==> src/olis_pkg.sv <==
`default_nettype none
// ---------------------------------------------------------------------------
// olis_pkg: shared types and constants for the ordered list block
// Word layouts, command and status codes, controller states and the
// command/status bundles between controller and datapath.
// ---------------------------------------------------------------------------
package olis_pkg;

   localparam int DEPTH  = 16;
   localparam int IDX_W  = $clog2(DEPTH);
   localparam int CNT_W  = $clog2(DEPTH + 1);

   localparam int CMD_W  = 3;
   localparam int POS_W  = 5;
   localparam int VAL_W  = 32;
   localparam int STS_W  = 2;
   localparam int FIDX_W = 4;
   localparam int FCNT_W = 5;

   localparam int CMP_W  = (CNT_W > POS_W) ? CNT_W : POS_W;

   typedef enum logic [CMD_W-1:0] {
      CMD_INSERT     = 3'd0,
      CMD_PUSH_FRONT = 3'd1,
      CMD_PUSH_BACK  = 3'd2,
      CMD_FIND_FIRST = 3'd3,
      CMD_FIND_LAST  = 3'd4
   } cmd_code_type;

   typedef enum logic [STS_W-1:0] {
      RSP_OK      = 2'd0,
      RSP_BAD_POS = 2'd1,
      RSP_FULL    = 2'd2
   } status_code_type;

   typedef struct packed {
      logic [CMD_W-1:0]        command;
      logic [POS_W-1:0]        position;
      logic signed [VAL_W-1:0] value;
   } req_type;

   typedef struct packed {
      logic [STS_W-1:0]  status;
      logic              found;
      logic [FIDX_W-1:0] found_index;
      logic [FCNT_W-1:0] item_count;
      logic              is_full;
      logic              is_empty;
   } rsp_type;

   typedef enum logic [2:0] {
      S_IDLE,
      S_DECIDE,
      S_SHIFT,
      S_SH_WR,
      S_PUT,
      S_SCAN,
      S_SC_CMP,
      S_RESP
   } state_type;

   // controller -> datapath
   typedef struct packed {
      logic load;       // capture request word, set up pointers and flags
      logic rd_en;      // read store at current address
      logic wr_shift;   // write read-back word one slot up
      logic wr_put;     // write new value at target slot
      logic ptr_step;   // advance pointer (down for insert/find last, up otherwise)
      logic cnt_inc;
      logic set_found;
      logic rsp_load;
   } ctrl_cmd_type;

   // datapath -> controller
   typedef struct packed {
      logic is_insert;
      logic is_search;
      logic refused;
      logic shift_done;
      logic scan_done;
      logic match;
      logic rsp_free;
   } dp_status_type;

endpackage

`default_nettype wire

==> src/ordered_list_insert_search.sv <==
`default_nettype none
// ---------------------------------------------------------------------------
// ordered_list_insert_search: fixed-depth ordered list with insert and search
//
//   port group   dir   handshake              word
//   req_         in    req_valid/req_ready    req_data  (command, position, value)
//   rsp_         out   rsp_valid/rsp_ready    rsp_data  (status, found, index, count, flags)
//
// One word at a time; a new word is taken in the idle cycle that follows the
// hand-off of the previous result to the output register. An insert moves the
// entries from the count down to its position up one slot each; a search
// compares entries in turn until a hit or the end of the list. Each move or
// compare follows a registered store read. Reset empties the list at once; no
// clearing pass. A held result stalls only the final step, and the next word
// is taken while a result waits.
// ---------------------------------------------------------------------------
module ordered_list_insert_search (
   input  logic              clock,
   input  logic              reset,
   input  logic              req_valid,
   output logic              req_ready,
   input  olis_pkg::req_type req_data,
   output logic              rsp_valid,
   input  logic              rsp_ready,
   output olis_pkg::rsp_type rsp_data
);
   import olis_pkg::*;

   ctrl_cmd_type  ctrl;
   dp_status_type stat;

   olis_ctrl u_ctrl (
      .clock     (clock),
      .reset     (reset),
      .req_valid (req_valid),
      .req_ready (req_ready),
      .stat      (stat),
      .ctrl      (ctrl)
   );

   olis_dp u_dp (
      .clock     (clock),
      .reset     (reset),
      .req_data  (req_data),
      .ctrl      (ctrl),
      .stat      (stat),
      .rsp_valid (rsp_valid),
      .rsp_ready (rsp_ready),
      .rsp_data  (rsp_data)
   );

   // store is never written while a new word can be taken
   a_no_write_on_accept: assert property (@(posedge clock) disable iff (reset)
      (ctrl.wr_shift || ctrl.wr_put) |-> !req_ready)
      else $error("store write while accepting");

   a_full_flag: assert property (@(posedge clock) disable iff (reset)
      (rsp_valid && rsp_data.status == RSP_FULL) |-> rsp_data.is_full)
      else $error("full status without full flag");

   a_index_in_range: assert property (@(posedge clock) disable iff (reset)
      (rsp_valid && rsp_data.found) |->
         (FCNT_W'(rsp_data.found_index) < rsp_data.item_count))
      else $error("found index beyond count");

   a_refused_not_found: assert property (@(posedge clock) disable iff (reset)
      (rsp_valid && rsp_data.status != RSP_OK) |-> !rsp_data.found)
      else $error("refused insert reports a hit");

endmodule

`default_nettype wire

==> src/olis_dp.sv <==
`default_nettype none
// ---------------------------------------------------------------------------
// olis_dp: ordered list datapath
// Element store (one write, one registered read per cycle), count, walk
// pointer, request holding registers and the result output register.
// ---------------------------------------------------------------------------
module olis_dp (
   input  logic                   clock,
   input  logic                   reset,
   input  olis_pkg::req_type      req_data,
   input  olis_pkg::ctrl_cmd_type ctrl,
   output olis_pkg::dp_status_type stat,
   output logic                   rsp_valid,
   input  logic                   rsp_ready,
   output olis_pkg::rsp_type      rsp_data
);
   import olis_pkg::*;

   logic [VAL_W-1:0]  store_ff [DEPTH];
   logic [VAL_W-1:0]  rd_data_ff;

   logic [CMD_W-1:0]  cmd_ff,   cmd_in;
   logic [VAL_W-1:0]  val_ff,   val_in;
   logic [CNT_W-1:0]  tgt_ff,   tgt_in;
   logic [CNT_W-1:0]  ptr_ff,   ptr_in;
   logic [CNT_W-1:0]  count_ff, count_in;
   logic              bad_ff,   bad_in;
   logic              full_ff,  full_in;
   logic              found_ff, found_in;
   logic [IDX_W-1:0]  idx_ff,   idx_in;
   logic              rsp_valid_ff, rsp_valid_in;
   rsp_type           rsp_ff,   rsp_in;

   logic              is_ins, is_srch, is_first, is_last;
   logic [CNT_W-1:0]  ptr_m1;
   logic [IDX_W-1:0]  scan_addr, rd_addr, wr_addr;
   logic [VAL_W-1:0]  wr_data;
   logic              wr_en;
   logic [STS_W-1:0]  sts_code;

   assign is_ins   = (cmd_ff == CMD_INSERT) || (cmd_ff == CMD_PUSH_FRONT)
                     || (cmd_ff == CMD_PUSH_BACK);
   assign is_first = (cmd_ff == CMD_FIND_FIRST);
   assign is_last  = (cmd_ff == CMD_FIND_LAST);
   assign is_srch  = is_first || is_last;

   assign ptr_m1    = ptr_ff - CNT_W'(1);
   assign scan_addr = is_first ? IDX_W'(ptr_ff) : IDX_W'(ptr_m1);
   assign rd_addr   = is_ins ? IDX_W'(ptr_m1) : scan_addr;

   assign wr_en   = ctrl.wr_shift || ctrl.wr_put;
   assign wr_addr = ctrl.wr_put ? IDX_W'(tgt_ff) : IDX_W'(ptr_ff);
   assign wr_data = ctrl.wr_put ? val_ff : rd_data_ff;

   always_comb begin
      stat.is_insert  = is_ins;
      stat.is_search  = is_srch;
      stat.refused    = bad_ff || full_ff;
      stat.shift_done = (ptr_ff == tgt_ff);
      stat.scan_done  = is_first ? (ptr_ff == count_ff) : (ptr_ff == '0);
      stat.match      = (rd_data_ff == val_ff);
      stat.rsp_free   = !rsp_valid_ff || rsp_ready;
   end

   always_comb begin
      priority if (!is_ins)  sts_code = RSP_OK;
      else if (bad_ff)       sts_code = RSP_BAD_POS;
      else if (full_ff)      sts_code = RSP_FULL;
      else                   sts_code = RSP_OK;
   end

   always_comb begin
      cmd_in       = cmd_ff;
      val_in       = val_ff;
      tgt_in       = tgt_ff;
      ptr_in       = ptr_ff;
      count_in     = count_ff;
      bad_in       = bad_ff;
      full_in      = full_ff;
      found_in     = found_ff;
      idx_in       = idx_ff;
      rsp_valid_in = rsp_valid_ff;
      rsp_in       = rsp_ff;

      if (ctrl.load) begin
         cmd_in   = req_data.command;
         val_in   = req_data.value;
         bad_in   = (req_data.command == CMD_INSERT)
                    && (CMP_W'(req_data.position) > CMP_W'(count_ff));
         full_in  = (count_ff == CNT_W'(DEPTH));
         found_in = 1'b0;
         idx_in   = '0;
         unique case (req_data.command)
            CMD_INSERT:     tgt_in = CNT_W'(req_data.position);
            CMD_PUSH_BACK:  tgt_in = count_ff;
            default:        tgt_in = '0;
         endcase
         // insert walks down from the count; find first walks up from zero
         ptr_in = (req_data.command == CMD_FIND_FIRST) ? '0 : count_ff;
      end

      if (ctrl.ptr_step) begin
         ptr_in = (is_ins || is_last) ? ptr_m1 : ptr_ff + CNT_W'(1);
      end

      if (ctrl.cnt_inc) begin
         count_in = count_ff + CNT_W'(1);
      end

      if (ctrl.set_found) begin
         found_in = 1'b1;
         idx_in   = scan_addr;
      end

      if (rsp_valid_ff && rsp_ready) begin
         rsp_valid_in = 1'b0;
      end
      if (ctrl.rsp_load) begin
         rsp_valid_in       = 1'b1;
         rsp_in.status      = sts_code;
         rsp_in.found       = found_ff;
         rsp_in.found_index = FIDX_W'(idx_ff);
         rsp_in.item_count  = FCNT_W'(count_ff);
         rsp_in.is_full     = (count_ff == CNT_W'(DEPTH));
         rsp_in.is_empty    = (count_ff == '0);
      end
   end

   always_ff @(posedge clock) begin
      if (reset) begin
         count_ff     <= '0;
         rsp_valid_ff <= 1'b0;
      end else begin
         count_ff     <= count_in;
         rsp_valid_ff <= rsp_valid_in;
      end
   end

   always_ff @(posedge clock) begin
      cmd_ff   <= cmd_in;
      val_ff   <= val_in;
      tgt_ff   <= tgt_in;
      ptr_ff   <= ptr_in;
      bad_ff   <= bad_in;
      full_ff  <= full_in;
      found_ff <= found_in;
      idx_ff   <= idx_in;
      rsp_ff   <= rsp_in;
   end

   always_ff @(posedge clock) begin
      if (wr_en) begin
         store_ff[wr_addr] <= wr_data;
      end
      if (ctrl.rd_en) begin
         rd_data_ff <= store_ff[rd_addr];
      end
   end

   assign rsp_valid = rsp_valid_ff;
   assign rsp_data  = rsp_ff;

endmodule

`default_nettype wire

==> src/olis_ctrl.sv <==
`default_nettype none
// ---------------------------------------------------------------------------
// olis_ctrl: ordered list sequencer
// Steps one command through shift or scan over the element store, an entry
// at a time, then hands the result to the output register.
// ---------------------------------------------------------------------------
module olis_ctrl (
   input  logic                    clock,
   input  logic                    reset,
   input  logic                    req_valid,
   output logic                    req_ready,
   input  olis_pkg::dp_status_type stat,
   output olis_pkg::ctrl_cmd_type  ctrl
);
   import olis_pkg::*;

   state_type state_ff, state_in;

   always_comb begin
      state_in = state_ff;
      unique case (state_ff)
         S_IDLE:   if (req_valid) state_in = S_DECIDE;
         S_DECIDE: begin
            priority if (stat.is_insert) state_in = stat.refused ? S_RESP : S_SHIFT;
            else if (stat.is_search)     state_in = S_SCAN;
            else                         state_in = S_RESP;
         end
         S_SHIFT:  state_in = stat.shift_done ? S_PUT : S_SH_WR;
         S_SH_WR:  state_in = S_SHIFT;
         S_PUT:    state_in = S_RESP;
         S_SCAN:   state_in = stat.scan_done ? S_RESP : S_SC_CMP;
         S_SC_CMP: state_in = stat.match ? S_RESP : S_SCAN;
         S_RESP:   if (stat.rsp_free) state_in = S_IDLE;
         default:  state_in = S_IDLE;
      endcase
   end

   always_comb begin
      ctrl      = '0;
      req_ready = 1'b0;
      unique case (state_ff)
         S_IDLE: begin
            req_ready = 1'b1;
            ctrl.load = req_valid;
         end
         S_SHIFT:  ctrl.rd_en = !stat.shift_done;
         S_SH_WR: begin
            ctrl.wr_shift = 1'b1;
            ctrl.ptr_step = 1'b1;
         end
         S_PUT: begin
            ctrl.wr_put  = 1'b1;
            ctrl.cnt_inc = 1'b1;
         end
         S_SCAN:   ctrl.rd_en = !stat.scan_done;
         S_SC_CMP: begin
            ctrl.set_found = stat.match;
            ctrl.ptr_step  = !stat.match;
         end
         S_RESP:   ctrl.rsp_load = stat.rsp_free;
         default:  ;
      endcase
   end

   always_ff @(posedge clock) begin
      if (reset) begin
         state_ff <= S_IDLE;
      end else begin
         state_ff <= state_in;
      end
   end

endmodule

`default_nettype wire

==> config.mk <==
export PLATFORM = sky130hd
export DESIGN_NAME = ordered_list_insert_search
export DESIGN_NICKNAME = d
export VERILOG_FILES = /design/src/olis_pkg.sv /design/src/ordered_list_insert_search.sv /design/src/olis_dp.sv /design/src/olis_ctrl.sv
export SDC_FILE = /design/constraint.sdc
export NUM_CORES = 1
export LEC_CHECK = 0
export ABC_AREA = 1
export BUFFER_PORTS_ARGS = -buffer_cell sky130_fd_sc_hd__buf_2
export CAP_MARGIN = 15
export CORE_ASPECT_RATIO = 2
export CORE_MARGIN = 3
export CORE_UTILIZATION = 50
export CTS_CLUSTER_DIAMETER = 80
export DETAILED_ROUTE_END_ITERATION = 12
export HOLD_SLACK_MARGIN = 0.15
export PLACE_DENSITY = 0.65
export SETUP_SLACK_MARGIN = 0.1
export SLEW_MARGIN = 15
export SYNTH_ARGS = -nofsm -noshare
export SYNTH_HDL_FRONTEND = slang
export SYNTH_HIERARCHICAL = 1
export SYNTH_SLANG_ARGS = --single-unit
==> constraint.sdc <==
create_clock -name clock -period 3.6 [get_ports clock]
set_input_delay 0.72 -clock clock [delete_from_list [all_inputs] [get_ports clock]]
set_output_delay 0.72 -clock clock [all_outputs]
set_load 0.005 [all_outputs]
# Word level (Yosys, flattened, before mapping)
# Memories as Yosys holds them, arrays and structs flattened. A register that Yosys moved wholly into a read port is not among the register bits.
# Cells that the tools add are included.
# W data, S select, Z words.
# op_classes
mux	35
n_addsub	3
n_lt_le_gt_ge	1
reduce_logical	23
bitwise	1
n_eq_ne	19
# op_table
op	n
$eq A32 B32 Y1	1
$mux W32	1
$pmux W3 S8	1
$mux W4	5
$mux W5	4
$eq A3 B2 Y1 const B	6
$eq A3 B3 Y1 const B	5
$mux W3	5
$mux W1	13
$add A5 B1 Y5 const B	2
$eq A5 B5 Y1	2
$logic_not A5 Y1	2
$pmux W5 S2	1
$logic_not A3 Y1	3
$logic_or A1 B1 Y1	7
$eq A3 B1 Y1 const B	2
$mux W2	3
$reduce_bool A2 Y1	3
$eq A5 B5 Y1 const B	1
$gt A5 B5 Y1	1
$sub A5 B1 Y5 const B	1
$logic_not A1 Y1	4
$pmux W1 S2	2
$logic_and A1 B1 Y1	2
5 further kinds	5
# totals
ram_bits	512
mem_count	1
input_bits	44
register_bits	75
# memory_table
name	words	word_bits	rd	rd_clocked_by_memory_dff	write_ports	line_no	rtl
u_dp.store_ff	16	32	1	1	1	olis_dp.sv:19	logic [VAL_W-1:0] store_ff [DEPTH];

# Depth between registers and ports, before layout
# logic_depth
depth_word	6
depth_mapped	12
depth_no_buf	10

# Cells and area by module
# Netlist, hierarchy kept.
# by_module_without_submodules
module	cells_each	n_inst	area_per_inst_um2
olis_dp	2542	1	27208.6
olis_ctrl	54	1	294.0

# Least setup slack after synthesis
# No wires, ideal clock.
# synth_path
path_type	register to register
startpoint	register u_dp.ptr_ff[0]
endpoint	register u_dp.rd_data_ff[0] (read register of u_dp.store_ff) (enable)
t_arrival_ps	3368
period_less_slack_ps	3838
path_stages_with_launch	7
setup_slack_ps	-238
path_cell_list	edfxtp_1 buf_2 inv_2 ha_1 nand4_1 o31ai_1 o31ai_1
# synth_rtl
element	line_no	rtl
from (decl)	olis_dp.sv:25	logic [CNT_W-1:0] ptr_ff, ptr_in;
from (signal assigned)	olis_dp.sv:143	ptr_ff <= ptr_in;
to (decl)	olis_dp.sv:20	logic [VAL_W-1:0] rd_data_ff;

# Worst setup path after layout
# layout_path
startpoint	register u_dp.ptr_ff[1]
endpoint	register u_dp.rd_data_ff[10] (read register of u_dp.store_ff) (data pin)
# layout_between
elab_chain_len	4
# layout_rtl
element
branches (longest 4 deep; another with $sub A5 B1 Y5)
# Parallel ways; which one is timed is not known.
# A chain may end at the register's enable or synchronous reset.

==> summary.txt <==
Run status
  • Status: complete, no violations

CTS
  • Clk pin slew, worst setup/hold paths: 70 ps
  • Postcts setup bufs: 0
  • Max Buffers Root-to-Sink: 3
  • CTS tree: yes
  • H-Tree Depth: 2
  • CTS Sinks: 619
  • Clk_lat worst skew: 610 ps
  • Post-cts resize count: 0
  • CTS root buf: clkbuf_16
  • CTS Hold Bufs: 0
  • CTS Buf Count: 54

Setup path
  • Setup Crit Path Kind: register to register
  • Worst Setup Start Kind: register
  • Max FO, Critical Path: 31
  • Data required, critical path: 3940 ps
  • Critical Path AT: 3270 ps
  • Crit. End Element: register

Logic synthesis
  • Area contributors post-synth: edfxtp_1, nand3_1, nand2_1
  • Top-area cell type share of the netlist area: 66.5%
  • Synth top cells by count: edfxtp_1, nand2_1, nand3_1, inv_1, buf_2
  • Register area share after synthesis: 67.2%
  • Synth Instances: 2,596
  • Mapped Avg Cell Area: 10.6 um^2
  • Dominant cell type by area after synthesis: edfxtp_1
  • Flops & latches, synth: 619
  • Yosys cell types: 34
  • Most used flip-flop cell after synthesis: edfxtp_1
  • Synth Net Count: 2,650
  • Total of warnings raised by yosys: 6
  • Most common cell in the netlist: edfxtp_1
  • Cell area after synthesis: 0.0275 mm^2
  • EDFF count, synth: 609
  • Synth async-reset ratio: 0%

Timing
  • Relative slew margins: 22.8%
  • Min cycle time layout: 2930 ps
  • Hold Vio Cnt, Final: 0
  • Final cycle utilization of the critical path: 81.4%
  • Clock Skews: 22.0 ps
  • Final setup violation count: 0
  • Fmax: 341 MHz
  • Final Worst Setup Slack: 668 ps
  • Hold WS: 290 ps
  • RSZ-0062 raised after global routing: no
  • Final Max Tran Viols: 0
  • Worst Tran Pin Value: 1150 ps

Cells and area
  • Antenna cells: 0
  • Final net count: 2,698
  • Proportion of layout cells with a drive suffix above 1: 9.00%
  • Synth-to-layout area growth: 11.1%

Power
  • Clk pwr share: 20.1%
  • Register share of total power: 37.6%
  • Pwr dens: 942 mW/mm^2
  • Worst VDD drop: 0.000687 V
  • Comb pwr share: 42.2%
  • Power Total: 28.8 mW
  • Psw: 11.8 mW
  • Switching share of power: 41.2%
  • LEAKAGE: 12.6 nW
  • Int Pwr: 16.9 mW

Routing
  • Post-route DRC violation count: 0
  • Wirelength per Cell: 21.4 um
  • Post-route antenna net violation count: 0
  • Drt total wl: 71.9 mm
  • First DRT Iteration DRCs: 1,828
  • Routed vias/inst: 5.57
  • First-pass detailed-route iteration total: 6
  • Via count: 18,700

Global route
  • Antenna violations before repair: 0
  • Global Route Usage Sum: 25.0%
  • Largest net degree at the start of global routing: 129
  • GRT overflow: 0
  • First-pass GRT wire length: 109 mm
  • Number of global-route vias before repair: 18,700

Floorplanning
  • Ports: 60
  • Row count: 121
  • Die X: 172 um
  • Core box area: 0.0545 mm^2
  • Initial Util: 50.5%
  • Die area: 0.0580 mm^2
  • DIE HEIGHT: 338 um

Flow run
  • Max Cap Viol: 0

Min path
  • Min-Delay Path Class: primary input to register

Placed design
  • Hpwl dp: 43.3 mm
  • Port Buf Inserts: 59
  • GPL Wtd Cong: 0.864
  • DP Worst Slack: 719 ps
[through the flow]
stage / cell area [um^2] / TNS (ps) / util (%) / std cells
2_1_floorplan: 27500 / -37010 / - / 2596
3_3_place_gp: 28800 / 0 / 52.8 / 3264
4_1_cts: 30500 / 0 / 56.1 / 3364
6_report: 30600 / 0 / 56.1 / 3364
3_5_place_dp: 28800 / 0 / 52.8 / 3264
5_1_grt: 30600 / 0 / 56.1 / 3364
[logic make-up after synthesis]
family | synth area share [%]
buffers and inverters | 9.54
XOR/XNOR | 1.21
flip-flops | 67.2
AND/OR/NAND/NOR | 20.5
adder cells (fa/ha/maj) | 0.455
AO/OA/AOI/OAI | 1.03
[power by group through the flow]
| stage | registers, mW | clock network (mW) | logic, mW |
|---|---|---|---|
| 4_1_cts | 10.8 | 5.91 | 12.1 |
| 2_1_floorplan | 10.7 | 0 | 7.89 |
| 6_report | 10.8 | 5.79 | 12.2 |
| 5_1_grt | 10.9 | 6.19 | 13.3 |
| 3_5_place_dp | 11.0 | 0 | 12.1 |
| 3_3_place_gp | 10.9 | 0 | 11.9 |
[final timing paths]
kind,startpoint,end,slack [ps],cells past startpoint
worst min register to register,u_dp/idx_ff[0],u_dp/rsp_data[7],420,0
worst max-delay path,u_dp/ptr_ff[1],u_dp/rd_data_ff[10],670,10
worst max register to register,u_dp/ptr_ff[1],u_dp/rd_data_ff[10],670,10
worst min-delay path,req_data[5],u_dp/val_ff[5],290,1
[cell usage in the layout, fill, tap and decap left out, drive strengths merged]
cell type and instances:
nand3 532, clkinv 17, bufinv 5, a31oi 3, xnor2 29, o2111ai 3
and2 1, nand4 12, nand2 563, inv 503, o211ai 1, edfxtp 609
clkinvlp 2, buf 128, o21ai 25, nand3b 64, nor2 53, or2 7
xor2 9, o22ai 2, ha 10, o32ai 1, nor3 8, a21oi 11
clkbuf 74, nor4 2, nor3b 1, o31ai 3, dfxtp 10
[flip-flops by register name, indices dropped and copies added, names as in the netlist]
name	cells
u_dp/rsp_data	14
u_ctrl/state_ff	3
u_dp/tgt_ff	5
u_dp/val_ff	32
u_dp/rsp_valid	1
u_dp/full_ff	1
u_dp/count_ff	5
u_dp/store_ff	512
u_dp/rd_data_ff	32
u_dp/bad_ff	1
u_dp/found_ff	1
u_dp/idx_ff	4
u_dp/cmd_ff	3
u_dp/ptr_ff	5
[layout make-up]
type	count	area [um^2]
fillers	4583	23900
flip-flops and latches	619	18500
multi-input cells	1340	6600
inverters	501	1880
clock buffers	74	1490
repair buffers	128	988
well taps	676	846
clock inverters	26	258
[critical path: stages, from the launching register on]
cell,delay (ps)
edfxtp_1,570
inv_1,240
ha_1,270
xor2_1,160
nand2_1,120
o21ai_4,260
inv_2,130
buf_4,450
nand3_1,200
nand3_1,160
nand2_1,90
[metal layers]
metal | GRT usage [%] | part of all wire [%]
met1 | 29.1 | 36
met2 | 44.8 | 52
met3 | 3.15 | 6.5
met4 | 12.7 | 5.4
met5 | 0 | 0
No activity file was read; power rests on OpenSTA's default activity.
